<file path="src/rtl/output_fault_monitor_macros.svh">
// Assertion macros for the output fault monitor.
// Included by the RTL modules that carry concurrent checks; needs clk and rst in scope.
`ifndef OUTPUT_FAULT_MONITOR_MACROS_SVH
`define OUTPUT_FAULT_MONITOR_MACROS_SVH
`ifndef SYNTHESIS
// check sampled on clk, suspended while rst is high
`define OFM_ASSERT(lbl, prop, msg) \
  lbl: assert property (@(posedge clk) disable iff (rst) prop) else $error(msg);
// check sampled on clk, also active during reset
`define OFM_ASSERT_ALWAYS(lbl, prop, msg) \
  lbl: assert property (@(posedge clk) prop) else $error(msg);
`else
`define OFM_ASSERT(lbl, prop, msg)
`define OFM_ASSERT_ALWAYS(lbl, prop, msg)
`endif
`endif

</file>
<file path="src/rtl/ofm_pkg.sv">
// Shared types and constants for the output fault monitor.
// No dependencies; imported by output_fault_monitor.
package ofm_pkg;

  localparam int unsigned MvW   = 16;
  localparam int unsigned CntW  = 5;
  localparam int unsigned BlankW = 3;

  // ticks of output-on before monitoring starts
  localparam logic [BlankW-1:0] BLANK_TICKS = 3'd4;

  localparam logic [CntW-1:0] COUNT_TRIP = 5'd15;
  localparam logic [CntW-1:0] COUNT_MAX  = 5'd18;

  localparam logic [MvW-1:0] BATT_MIN_FOR_VDD_RST = 16'd3200;
  localparam logic [MvW-1:0] VDD_LOW_RST          = 16'd2900;
  localparam logic [MvW-1:0] VDD_HIGH_RST         = 16'd3100;
  localparam logic [MvW-1:0] INPUT_OVP_RST        = 16'd4350;
  localparam logic [MvW-1:0] LOAD_SPLIT_RST       = 16'd1000;
  localparam logic [MvW-1:0] OPEN_LOAD_RST        = 16'd5900;

  typedef enum logic [2:0] {
    REG_BATT_MIN_FOR_VDD = 3'd0,
    REG_VDD_LOW          = 3'd1,
    REG_VDD_HIGH         = 3'd2,
    REG_INPUT_OVP        = 3'd3,
    REG_LOAD_SPLIT       = 3'd4,
    REG_OPEN_LOAD        = 3'd5
  } reg_index_t;

  typedef enum logic [2:0] {
    CODE_NONE    = 3'd0,
    CODE_MCU     = 3'd1,
    CODE_OVP     = 3'd2,
    CODE_THERMAL = 3'd3,
    CODE_SHORT   = 3'd4,
    CODE_OPEN    = 3'd5,
    CODE_COMM    = 3'd6,
    CODE_INVALID = 3'd7
  } code_t;

  typedef enum logic [2:0] {
    CONV_NORMAL  = 3'd0,
    CONV_THERMAL = 3'd1,
    CONV_ILIMIT  = 3'd2,
    CONV_SHORT   = 3'd3,
    CONV_UNKNOWN = 3'd4,
    CONV_OTHER   = 3'd5
  } conv_state_t;

  // low two bits of the code, offset from CODE_SHORT
  typedef enum logic [1:0] {
    CAT_SHORT   = 2'd0,
    CAT_OPEN    = 2'd1,
    CAT_COMM    = 2'd2,
    CAT_INVALID = 2'd3
  } category_t;

  localparam int unsigned CodeW = $bits(code_t);
  localparam int unsigned ConvW = $bits(conv_state_t);
  localparam int unsigned IdxW  = $bits(reg_index_t);

endpackage

</file>
<file path="src/rtl/output_fault_monitor.sv">
// Output fault monitor: converter supervisor with saturating fault counter and latched code.
// Depends on ofm_pkg and output_fault_monitor_macros.svh.
//
//  channel   | handshake                  | payload
//  ----------+----------------------------+---------------------------------------------
//  item      | item_valid / item_stall    | kind, output_on, conv_state, four mV readings
//  result    | result_valid / result_stall| fault_code, fault_fatal, fault_entered,
//            |                            | in_fault_mode
//  config    | cfg_write                  | cfg_index, cfg_data
//
// Result path from the item transfer:
// input register, then one pass of compares and counter logic into the result register,
// which also updates the state.
// One item per cycle sustained; item_stall only rises while result_stall holds a full
// result register and the input register is occupied.
// Synchronous reset clears both valid flags and the state; thresholds return to defaults.
`include "output_fault_monitor_macros.svh"

module output_fault_monitor (
  input  logic                      clk,
  input  logic                      rst,
  input  logic                      cfg_write,
  input  logic [ofm_pkg::IdxW-1:0]  cfg_index,
  input  logic [ofm_pkg::MvW-1:0]   cfg_data,
  input  logic                      item_valid,
  output logic                      item_stall,
  input  logic                      kind,
  input  logic                      output_on,
  input  logic [ofm_pkg::ConvW-1:0] conv_state,
  input  logic [ofm_pkg::MvW-1:0]   raw_batt_mv,
  input  logic [ofm_pkg::MvW-1:0]   batt_mv,
  input  logic [ofm_pkg::MvW-1:0]   mcu_vdd_mv,
  input  logic [ofm_pkg::MvW-1:0]   out_mv,
  output logic                      result_valid,
  input  logic                      result_stall,
  output logic [ofm_pkg::CodeW-1:0] fault_code,
  output logic                      fault_fatal,
  output logic                      fault_entered,
  output logic                      in_fault_mode
);
  import ofm_pkg::*;

  // thresholds
  logic [MvW-1:0] batt_min_for_vdd_mv;
  logic [MvW-1:0] vdd_low_mv;
  logic [MvW-1:0] vdd_high_mv;
  logic [MvW-1:0] input_ovp_mv;
  logic [MvW-1:0] load_split_mv;
  logic [MvW-1:0] open_load_mv;

  // input register
  logic              s1_valid;
  logic              s1_kind;
  logic              s1_on;
  conv_state_t       s1_state;
  logic [MvW-1:0]    s1_raw;
  logic [MvW-1:0]    s1_batt;
  logic [MvW-1:0]    s1_vdd;
  logic [MvW-1:0]    s1_out;

  // supervisor state
  logic [BlankW-1:0] blank_count;
  logic [CntW-1:0]   fault_count;
  category_t         fault_category;
  code_t             latched_code;
  logic              fault_mode;

  logic [BlankW-1:0] blank_count_next;
  logic [CntW-1:0]   fault_count_next;
  category_t         fault_category_next;
  code_t             latched_code_next;
  logic              fault_mode_next;
  logic              entered_next;

  logic advance;
  logic load;
  logic mcu_bad;
  logic ovp_bad;
  logic thermal;
  logic trip;

  function automatic logic [CntW-1:0] add_weight(input logic [CntW-1:0] cnt,
                                                 input logic [CntW-1:0] weight);
    return (cnt < COUNT_TRIP) ? CntW'(cnt + weight) : COUNT_TRIP;
  endfunction

  assign advance    = !result_valid || !result_stall;
  assign load       = s1_valid && advance;
  assign item_stall = s1_valid && !advance;

  always_ff @(posedge clk) begin
    if (rst) begin
      batt_min_for_vdd_mv <= BATT_MIN_FOR_VDD_RST;
      vdd_low_mv          <= VDD_LOW_RST;
      vdd_high_mv         <= VDD_HIGH_RST;
      input_ovp_mv        <= INPUT_OVP_RST;
      load_split_mv       <= LOAD_SPLIT_RST;
      open_load_mv        <= OPEN_LOAD_RST;
    end else if (cfg_write) begin
      unique case (reg_index_t'(cfg_index))
        REG_BATT_MIN_FOR_VDD: batt_min_for_vdd_mv <= cfg_data;
        REG_VDD_LOW:          vdd_low_mv          <= cfg_data;
        REG_VDD_HIGH:         vdd_high_mv         <= cfg_data;
        REG_INPUT_OVP:        input_ovp_mv        <= cfg_data;
        REG_LOAD_SPLIT:       load_split_mv       <= cfg_data;
        REG_OPEN_LOAD:        open_load_mv        <= cfg_data;
        default: ;
      endcase
    end
  end

  always_ff @(posedge clk) begin
    if (rst) begin
      s1_valid <= 1'b0;
    end else if (!item_stall) begin
      s1_valid <= item_valid;
    end
    if (!item_stall && item_valid) begin
      s1_kind  <= kind;
      s1_on    <= output_on;
      s1_state <= conv_state_t'(conv_state);
      s1_raw   <= raw_batt_mv;
      s1_batt  <= batt_mv;
      s1_vdd   <= mcu_vdd_mv;
      s1_out   <= out_mv;
    end
  end

  always_comb begin
    blank_count_next    = blank_count;
    fault_count_next    = fault_count;
    fault_category_next = fault_category;
    latched_code_next   = latched_code;
    fault_mode_next     = fault_mode;
    entered_next        = 1'b0;
    mcu_bad             = ((s1_raw > batt_min_for_vdd_mv) && (s1_vdd < vdd_low_mv)) ||
                          (s1_vdd > vdd_high_mv);
    ovp_bad             = s1_batt > input_ovp_mv;
    thermal             = 1'b0;
    trip                = 1'b0;

    if (s1_kind) begin
      latched_code_next = CODE_NONE;
      fault_mode_next   = 1'b0;
    end else if (!s1_on) begin
      blank_count_next = '0;
    end else if (blank_count < BLANK_TICKS) begin
      blank_count_next = BlankW'(blank_count + 1'b1);
    end else begin
      // ovp and thermal leave counter and category as they were
      if (!ovp_bad) begin
        unique case (s1_state)
          CONV_THERMAL: thermal = 1'b1;
          CONV_ILIMIT, CONV_SHORT: begin
            fault_count_next    = add_weight(fault_count, CntW'(4));
            fault_category_next = (s1_out > load_split_mv) ? CAT_INVALID : CAT_SHORT;
          end
          CONV_UNKNOWN: begin
            fault_count_next    = add_weight(fault_count, CntW'(1));
            fault_category_next = CAT_COMM;
          end
          CONV_NORMAL: begin
            fault_count_next    = (s1_out < open_load_mv) ? '0 :
                                  add_weight(fault_count, CntW'(2));
            fault_category_next = CAT_OPEN;
          end
          default: fault_count_next = '0;
        endcase
      end
      trip = fault_count_next >= COUNT_TRIP;

      // trip has priority over ovp, then thermal, then mcu
      priority if (trip) begin
        latched_code_next = code_t'(CODE_SHORT | {1'b0, fault_category_next});
      end else if (ovp_bad) begin
        latched_code_next = CODE_OVP;
      end else if (thermal) begin
        latched_code_next = CODE_THERMAL;
      end else if (mcu_bad) begin
        latched_code_next = CODE_MCU;
      end else begin
        latched_code_next = latched_code;
      end

      if ((trip || ovp_bad || thermal || mcu_bad) && !fault_mode) begin
        fault_mode_next = 1'b1;
        entered_next    = 1'b1;
      end
    end
  end

  always_ff @(posedge clk) begin
    if (rst) begin
      blank_count    <= '0;
      fault_count    <= '0;
      fault_category <= CAT_SHORT;
      latched_code   <= CODE_NONE;
      fault_mode     <= 1'b0;
    end else if (load) begin
      blank_count    <= blank_count_next;
      fault_count    <= fault_count_next;
      fault_category <= fault_category_next;
      latched_code   <= latched_code_next;
      fault_mode     <= fault_mode_next;
    end
  end

  always_ff @(posedge clk) begin
    if (rst) begin
      result_valid <= 1'b0;
    end else if (advance) begin
      result_valid <= s1_valid;
    end
    if (load) begin
      fault_code    <= latched_code_next;
      fault_fatal   <= !(latched_code_next == CODE_NONE || latched_code_next == CODE_SHORT ||
                         latched_code_next == CODE_OPEN || latched_code_next == CODE_OVP);
      fault_entered <= entered_next;
      in_fault_mode <= fault_mode_next;
    end
  end

  `OFM_ASSERT(a_count_bound, fault_count <= COUNT_MAX, "fault counter out of range")
  `OFM_ASSERT(a_blank_bound, blank_count <= BLANK_TICKS, "blanking counter past limit")
  `OFM_ASSERT(a_stall_full, item_stall |-> (s1_valid && result_valid), "stall with room")
  `OFM_ASSERT(a_clear_result,
    (load && s1_kind) |=> (fault_code == CODE_NONE && !in_fault_mode && !fault_entered),
    "clear did not empty code")
  `OFM_ASSERT(a_entry_mode, (load && entered_next) |-> (!fault_mode && fault_mode_next), "entry flag without mode change")
  `OFM_ASSERT_ALWAYS(a_reset_idle, rst |=> (!result_valid && !s1_valid), "valid after reset")

endmodule

</file>
<file path="config.mk">
export PLATFORM = sky130hd
export DESIGN_NAME = output_fault_monitor
export DESIGN_NICKNAME = d
export VERILOG_FILES = /design/src/rtl/ofm_pkg.sv /design/src/rtl/output_fault_monitor.sv
export VERILOG_INCLUDE_DIRS = /design/src /design/src/rtl
export SDC_FILE = /design/constraint.sdc
export NUM_CORES = 1
export LEC_CHECK = 0
export ABC_AREA = 0
export BUFFER_PORTS_ARGS = -buffer_cell sky130_fd_sc_hd__buf_2
export CELL_PAD_IN_SITES_DETAIL_PLACEMENT = 0
export CELL_PAD_IN_SITES_GLOBAL_PLACEMENT = 1
export CORE_AREA = 2 2 153 155
export DETAILED_ROUTE_END_ITERATION = 6
export DIE_AREA = 0 0 155 157
export HOLD_SLACK_MARGIN = 0.12
export PLACE_DENSITY = 0.79
export SLEW_MARGIN = 25
export SYNTH_ARGS = -nofsm -noshare
export SYNTH_HDL_FRONTEND = slang
export SYNTH_SLANG_ARGS = --single-unit
</file>
<file path="constraint.sdc">
create_clock -name clk -period 4.43 [get_ports clk]
set_input_delay 0.6645 -clock clk [delete_from_list [all_inputs] [get_ports clk]]
set_output_delay 0.6645 -clock clk [all_outputs]
set_load 0.02 [all_outputs]
</file>
==> results of run 1 <==
worst max-delay path, cell delays in order (launching register included):
cell and delay (ps):
dfxtp_1 340, inv_1 50, ha_1 300, a21o_1 160
a21o_1 160, a2111oi_0 520, nand3_1 280, and2_4 270
o31a_1 350, o31ai_4 350, nand2_1 120, a31oi_1 240
mux2i_1 110
placed cells by master (no fill, tap or decap), types with 5 or more instances in the layout:
master,synthesis,routed
nand2_1,192,192
dfxtp_1,112,112
a21oi_1,107,107
inv_1,104,104
buf_2,1,100
ha_1,98,98
edfxtp_1,75,75
o211ai_1,38,38
nor2_1,37,36
nand4_1,22,22
o21ai_0,22,22
a21o_1,17,17
clkbuf_16,0,17
nand3_1,12,12
nor3_1,12,10
nand2b_1,10,10
and2_1,3,5
a2111oi_0,5,5
a211oi_1,5,5
power breakdown:
part           switching (mW)  total [mW]  internal [mW]
Combinational           0.204       0.331          0.127
Clock                   0.727        1.70          0.970
Sequential             0.0375        1.90           1.86
cell families after synthesis:
family	after synthesis
simple gates	318
compound gates	229
flops	187
buf+inv	143
fa+ha+maj	98
mux	3
layer usage:
| metal | global-route usage [%] | up-vias |
|---|---|---|
| met5 | 0 | - |
| met4 | 5.56 | 0 |
| met3 | 4.10 | 24 |
| met2 | 31.2 | 150 |
| met1 | 25.1 | 3287 |
| li1 | - | 3593 |
registers in the layout, indices dropped and copies added (netlist names), 2 cells and up:
| register | cells |
|---|---|
| latched_code | 3 |
| vdd_low_mv | 16 |
| s1_vdd | 16 |
| batt_min_for_vdd_mv | 16 |
| fault_category | 2 |
| load_split_mv | 16 |
| s1_batt | 16 |
| input_ovp_mv | 16 |
| s1_raw | 16 |
| fault_code | 3 |
| open_load_mv | 16 |
| vdd_high_mv | 16 |
| s1_out | 16 |
| s1_state | 3 |
| fault_count | 5 |
| blank_count | 3 |
layout make-up:
class | count | area share [%]
flip-flops and latches | 187 | 42.5
multi-input cells | 648 | 39.1
diodes | 1 | 0.0237
well taps | 285 | 3.37
inverters | 105 | 3.73
clock buffers | 17 | 4.02
clock inverters | 15 | 2.21
repair buffers | 104 | 5.02
through the flow:
stage	total power [mW]	util (%)
2_1_floorplan	2.12	-
3_3_place_gp	2.26	44.0
3_5_place_dp	2.27	44.0
4_1_cts	3.97	46.9
5_1_grt	4.09	47.0
6_report	3.92	47.0
final timing paths:
check,start,to,slack (ps),depth (start not counted)
max,input_ovp_mv[13],fault_fatal,920,12
min,raw_batt_mv[7],s1_raw[7],390,1
max reg2reg,input_ovp_mv[13],fault_fatal,920,12
min reg2reg,vdd_low_mv[1],vdd_low_mv[1],450,2
==> summary.md, run 1 <==
| Metric | Value |
|---|---|
| Mux cell area share after synthesis | less than 1% |
| Total Routing Usage GR | 18.9% |
| Placed Instances | roughly 1300 |
| Clock slew at reported path FFs | 80 ps |
| Root buf cell | clkbuf_16 |
| Core ar. | 0.0225 mm² |
| Register area | 0.00449 mm² |
| Wire length per cell | 16.6 µm |
| RD Place Congestion | around 0.85 |
| Total wire length | 22500 µm |
| Ranking of synthesized cells by area | edfxtp_1 25%, dfxtp_1 25%, ha_1 13% |
| Die area | between 0.02 and 0.025 mm² |
| Mapped cell area | 0.00915 mm² |
| Filler cell count | 2137 |
| Area growth syn-to-layout | 15.6% |
| 1st-iter DRT viols | about 390 |
| WP data required | 4610 ps |
| Setup TNS | 0 ps |
| First-pass GRT wire length | approximately 35000 µm |
| Area of the multi-input gates | around 0.0041 mm² |
| Leakage | 4.26 nW |
| # rows | 55 |
| CP Capture Type | flip-flop |
| Skew final | 10.4 ps |
| Starting Density | 40.7% |
| # hold bufs at CTS | 0 |
| Post-route ant nets | 0 |
| Final setup margin | about 900 ps |
| Maxcap violations | 0 |
| Largest family of logic cells by synthesized area | compound AO/OA/AOI/OAI gates |
| Pre-CTS setup slack | 904 ps |
| Initial antenna violation count | 1 |
| DPL Wire Length | 16000 µm |
| # DRC | 0 |
| Gr ovfl total | 0 |
| Critical Path Fanout Max | 14 |
| Synthesized area per cell | 9.35 µm² |
| Rel. slew slack | 35.7% |
| Max H-tree Level | 4 |
| Top post-synthesis cells by count | 192 x nand2_1, 112 x dfxtp_1, 107 x a21oi_1, 104 x inv_1, 98 x ha_1 |
| Post-CTS setup buffers | 0 |
| Setup crit start kind | flip-flop |
| Wire length on met3 | slightly below 1000 µm |
| Post-Synthesis Cells | 978 |
| Highest metal used | met4 |
| VDD IR-drop max | between 200 and 250 µV |
| Status | completed |
| Post-Synth Simple-Gate Area | 15.4% |
| Count of final hold-check violations | 0 |
| Worst Path Arrival | 3690 ps |
| Warnings, synthesis | 0 |
| Final worst path period need | 3510 ps |
| Post-route insts no fill | 1362 |
| Highest Clock Rate | 285 MHz |
| Io pins | slightly above 100 |
| Placed Area | a little under 0.01 mm² |
| Unique masters post-synth | 55 |
| CTS tree | yes |
| Number of global-route vias before repair | between 6000 and 7000 |
| Post-synth EDFFs | 75 |
| Die height | 157 µm |
| Most common cell in the synthesized netlist | nand2_1 |
| Post-synth net total | 1169 |
| Met2 Wirelength | between 10000 and 15000 µm |
| Final setup vio count | 0 |
| Tcrit/Tclk final | 79.3% |
| Worst slew pin tran | 963 ps |
| Post-Synth XOR/XNOR Area | 0% |
| Clock sinks | 187 |
| Flops & latches, synth | around 190 |
| Sequential share of the synthesized area | 49.1% |
| Design area | 0.0106 mm² |
| Fin nets | 1254 |
| RSZ-0062 raised after global routing | false |
| Clock Tree Buf Depth | 2 |
| Die X | 155 µm |
| Largest net degree at the start of global routing | 70 |
| Adder-Cell Fraction of Synth Area | 13.4% |
| Total CTS buffers | 17 |
| Via count | between 7000 and 8000 |
| Ys flop type | dfxtp_1 |
| Final slew viol count | 0 |
| Post-CTS resize count | 0 |
| DRT met1 WL | 10700 µm |
| Hold_ws | just under 400 ps |
| Worst-Skew Late Latency | 440 ps |
| Post-synthesis compound-gate area fraction | 15.8% |
| Crit Path Class | flip-flop to flip-flop |
| Ratio of cells with drive above 1 in the final layout | 13.9% |
| Buffers on Ports | 100 |
| HP Class | input pin to flip-flop |
| Area leader, netlist | edfxtp_1 |
| Number of vias per cell | 5.18 |
| Async S/R FF share, synth | 0% |
| PD cells | 371 mW/mm² |
| Top cell type's share of synthesized area | 24.6% |
| Number of detailed-route iterations in the first pass | 5 |
Power figures use the tool's default switching activity.
==> run 2: changes to the inputs <==
--- a/config.mk
+++ b/config.mk
@@ -6,15 +6,15 @@
 export SDC_FILE = /design/constraint.sdc
 export NUM_CORES = 1
 export LEC_CHECK = 0
-export ABC_AREA = 0
+export ABC_AREA = 1
 export BUFFER_PORTS_ARGS = -buffer_cell sky130_fd_sc_hd__buf_2
 export CELL_PAD_IN_SITES_DETAIL_PLACEMENT = 0
 export CELL_PAD_IN_SITES_GLOBAL_PLACEMENT = 1
-export CORE_AREA = 2 2 153 155
+export CORE_AREA = 2 2 152 154
 export DETAILED_ROUTE_END_ITERATION = 6
-export DIE_AREA = 0 0 155 157
+export DIE_AREA = 0 0 154 156
 export HOLD_SLACK_MARGIN = 0.12
-export PLACE_DENSITY = 0.79
+export PLACE_DENSITY = 0.8
 export SLEW_MARGIN = 25
 export SYNTH_ARGS = -nofsm -noshare
 export SYNTH_HDL_FRONTEND = slang
==> constraint.sdc (replaced) <==
create_clock -name clk -period 2.8 [get_ports clk]
set_input_delay 0.42 -clock clk [delete_from_list [all_inputs] [get_ports clk]]
set_output_delay 0.42 -clock clk [all_outputs]
set_load 0.02 [all_outputs]
==> summary.md, run 2 <==
| Metric | Value |
|---|---|
| Area growth syn-to-layout | 16.0% |
| Pre-CTS setup slack | 275 ps (-629 ps) |
| Ratio of cells with drive above 1 in the final layout | 16.4% (+2.4 points) |
| M1 GR Usage | 23.2% (-1.9 points) |
| Skew final | 12.4 ps (+2.02 ps) |
| Hold_ws | 151 ps (-243 ps) |
| Post-CTS setup buffers | 0 (unchanged) |
| Setup TNS | 0 ps (unchanged) |
| Post-route ant nets | 0 (unchanged) |
| Warnings, synthesis | 0 (unchanged) |
| Die area | 0.0240 mm² (-1.3%) |
| Final slew viol count | 0 (unchanged) |
| Most common cell in the synthesized netlist | inv_1 |
| Fin nets | 1283 (+2.3%) |
| Status | completed |
| Final setup margin | 294 ps (-625 ps) |
| WP data required | 2990 ps (-1620 ps) |
| Post-CTS resize count | 0 (unchanged) |
| Count of final hold-check violations | 0 (unchanged) |
| Post-route insts no fill | 1390 (+2.1%) |
| Hold Path Origin | batt_mv[13] |
| Largest net degree at the start of global routing | 68 (-2.9%) |
| Top cell type's share of synthesized area | 25.0% (+0.40 points) |
| GR Util met2 | 30.1% (-1.1 points) |
| Fin util | 46.7% (-0.28 points) |
| Clock sinks | 187 (unchanged) |
| First-pass GRT wire length | 32900 µm (-7.1%) |
| VDD IR-drop max | 393 µV (+89%) |
| RSZ-0062 raised after global routing | false |
| Crit path launch | s1_batt[9] |
| Synthesized area per cell | 9.10 µm² (-2.7%) |
| Post-synth EDFFs | 75 (unchanged) |
| Starting Density | 40.2% (-0.41 points) |
| Clock Tree Buf Depth | 2 (unchanged) |
| Clock slew at reported path FFs | 80 ps (about the same) |
| Number of global-route vias before repair | 6287 (-6.8%) |
| Worst r2r src | s1_batt[9] |
| R2R Path End | fault_fatal |
| # hold bufs at CTS | 0 (unchanged) |
| Post-Synthesis Cells | 989 (+1.1%) |
| Placed Instances | 1358 (+2.2%) |
| Mux cell area share after synthesis | 0% (-0.33 points) |
| Tot Pwr | 5.98 mW (+52%) |
| Reg2reg setup slack | 290 ps (-620 ps) |
| Number of detailed-route iterations in the first pass | 4 (-1) |
| Final worst path period need | 2510 ps (-1010 ps) |
| Total wire length | 20700 µm (-8.3%) |
| Unique masters post-synth | 39 (-29%) |
| Number of vias per cell | 4.83 (-6.7%) |
| Async S/R FF share, synth | 0% (unchanged) |
| Crit Path Class | flip-flop to flip-flop |
| Largest family of logic cells by synthesized area | compound AO/OA/AOI/OAI gates |
| Maxcap violations | 0 (unchanged) |
| Tcrit/Tclk final | 89.5% (+10 points) |
| CP Capture Type | flip-flop |
| Worst-Skew Late Latency | 440 ps (about the same) |
| Sequential share of the synthesized area | 49.9% (+0.81 points) |
| Worst Path Arrival | 2700 ps (-990 ps) |
| Area leader, netlist | edfxtp_1 |
| Initial antenna violation count | 0 (-1) |
| Total Routing Usage GR | 17.7% (-1.2 points) |
| Die height | 156 µm (-0.64%) |
| Gr ovfl total | 0 (unchanged) |
| HP Class | input pin to flip-flop |
| Met3 usage | 3.36% (-0.74 points) |
| # DRC | 0 (unchanged) |
| Setup crit start kind | flip-flop |
| Most Used Layer, Global Route | met2 |
| CTS tree | yes |
| Die X | 154 µm (-0.65%) |
| Antenna cell count | 0 (-1) |
| DPL Wire Length | 15000 µm (-6.1%) |
| Final setup vio count | 0 (unchanged) |
| 1st-iter DRT viols | 297 (-23%) |
| Post-Synth Simple-Gate Area | 12.1% (-3.4 points) |
| Worst R2R Path Depth | 19 (+7) |
| Ys flop type | dfxtp_1 |
| # rows | 55 (unchanged) |
| Core ar. | 0.0224 mm² (-0.61%) |
| Ranking of synthesized cells by area | edfxtp_1 25%, dfxtp_1 25%, ha_1 14% |
| Mapped cell area | 0.00900 mm² (-1.6%) |
| PD cells | 572 mW/mm² (+54%) |
| Design area | 0.0104 mm² (-1.2%) |
| Worst slew pin tran | 621 ps (-342 ps) |
| Total CTS buffers | 17 (unchanged) |
| Max H-tree Level | 4 (unchanged) |
| Highest Clock Rate | 399 MHz (+40%) |
| Adder-Cell Fraction of Synth Area | 13.6% (+0.22 points) |
| Io pins | 101 (unchanged) |
| Post-synthesis compound-gate area fraction | 16.6% (+0.86 points) |
| Post-Synth XOR/XNOR Area | 0.195% (+0.19 points) |
| Rel. slew slack | 58.5% (+23 points) |
| Placed Area | 0.00986 mm² (-0.44%) |
| Via count | 6716 (-4.8%) |
| Wire length per cell | 14.9 µm (-10%) |
| Flops & latches, synth | 187 (unchanged) |
| RD Place Congestion | 0.814 (-4.1%) |
| Critical Path Fanout Max | 9 (-5) |
| Buffers on Ports | 100 (unchanged) |
| Setup crit end | fault_fatal |
| Worst hold path depth | 1 (unchanged) |
| Commonest non-fill, non-tap cell in the layout | inv_1 |
| Root buf cell | clkbuf_16 |
| Leakage | 4.65 nW (+9.0%) |
| Post-synth net total | 1180 (+0.94%) |
| Most frequent cells in the layout | 142 x inv_1, 127 x nand2_1, 125 x a21oi_1, 112 x dfxtp_1, 100 x buf_2 |
| Top post-synthesis cells by count | 144 x inv_1, 127 x nand2_1, 125 x a21oi_1, 112 x dfxtp_1, 98 x ha_1 |
==> run 2: cell count changes in the layout (fill, tap and decap cells not counted), moves of 6 or more <==
cell	change
o21ai_0	+72
nand2_1	-65
inv_1	+38
nor2_1	+29
a21oi_1	+18
a21o_1	-17
nand4_1	-13
inv_2	+11
nand2_2	+11
nand2b_1	-10
o211ai_1	-9
nand3_1	+8
nor3_1	-6
==> run 2: routing by layer <==
metal	vias to the layer above	part of all wire (%)
li1	3567	-
met1	3052	49
met2	86	48
met3	11	2.6
met4	0	1.1
met5	-	0
==> run 2: cell families after synthesis <==
family / count (synthesis)
AOI/OAI and AO/OA: 270
and+or+nand+nor: 251
DFF: 187
buffers and inverters: 181
adders and majority gates: 98
xor gates and xnor gates: 2
==> run 2: report_power, final <==
| part | internal (mW) | leakage (nW) | switching, mW |
|---|---|---|---|
| Combinational | 0.234 | 2.72 | 0.384 |
| Clock | 1.19 | 0.282 | 1.17 |
| Sequential | 2.96 | 1.64 | 0.0482 |
| Total | 4.38 | 4.65 | 1.60 |
==> run 2: layout make-up <==
| type | instances | area (µm²) |
|---|---|---|
| Clock inverter | 15 | 159 |
| Fill cell | 2123 | 11900 |
| Inverter | 155 | 584 |
| Multi-Input combinational cell | 621 | 3820 |
| Clock buffer | 17 | 425 |
| Sequential cell | 187 | 4490 |
| Timing Repair Buffer | 110 | 601 |
| Tap cell | 285 | 357 |
==> run 2: how the worst min path moves through the flow <==
stage	slack, ps	end
floorplan	440	batt_min_for_vdd_mv[12]
global placement	450	input_ovp_mv[14]
detailed placement	450	load_split_mv[2]
CTS	130	s1_batt[13]
global route	130	s1_batt[12]
finish	150	s1_batt[13]
==> run 2: worst max-delay path, cell delays in order, from the launching register on <==
cell	delay [ps]
edfxtp_1	390
ha_1	310
nand2_1	60
inv_1	40
o21ai_1	110
a21oi_1	70
nor2_1	130
nand2_2	80
nand2_4	160
inv_4	80
nand2_1	60
nand2_1	90
nor2_2	110
nand3_2	100
nand2_2	100
nand2_1	70
nand3_2	100
nand2_2	50
nand2_1	60
o21ai_2	50
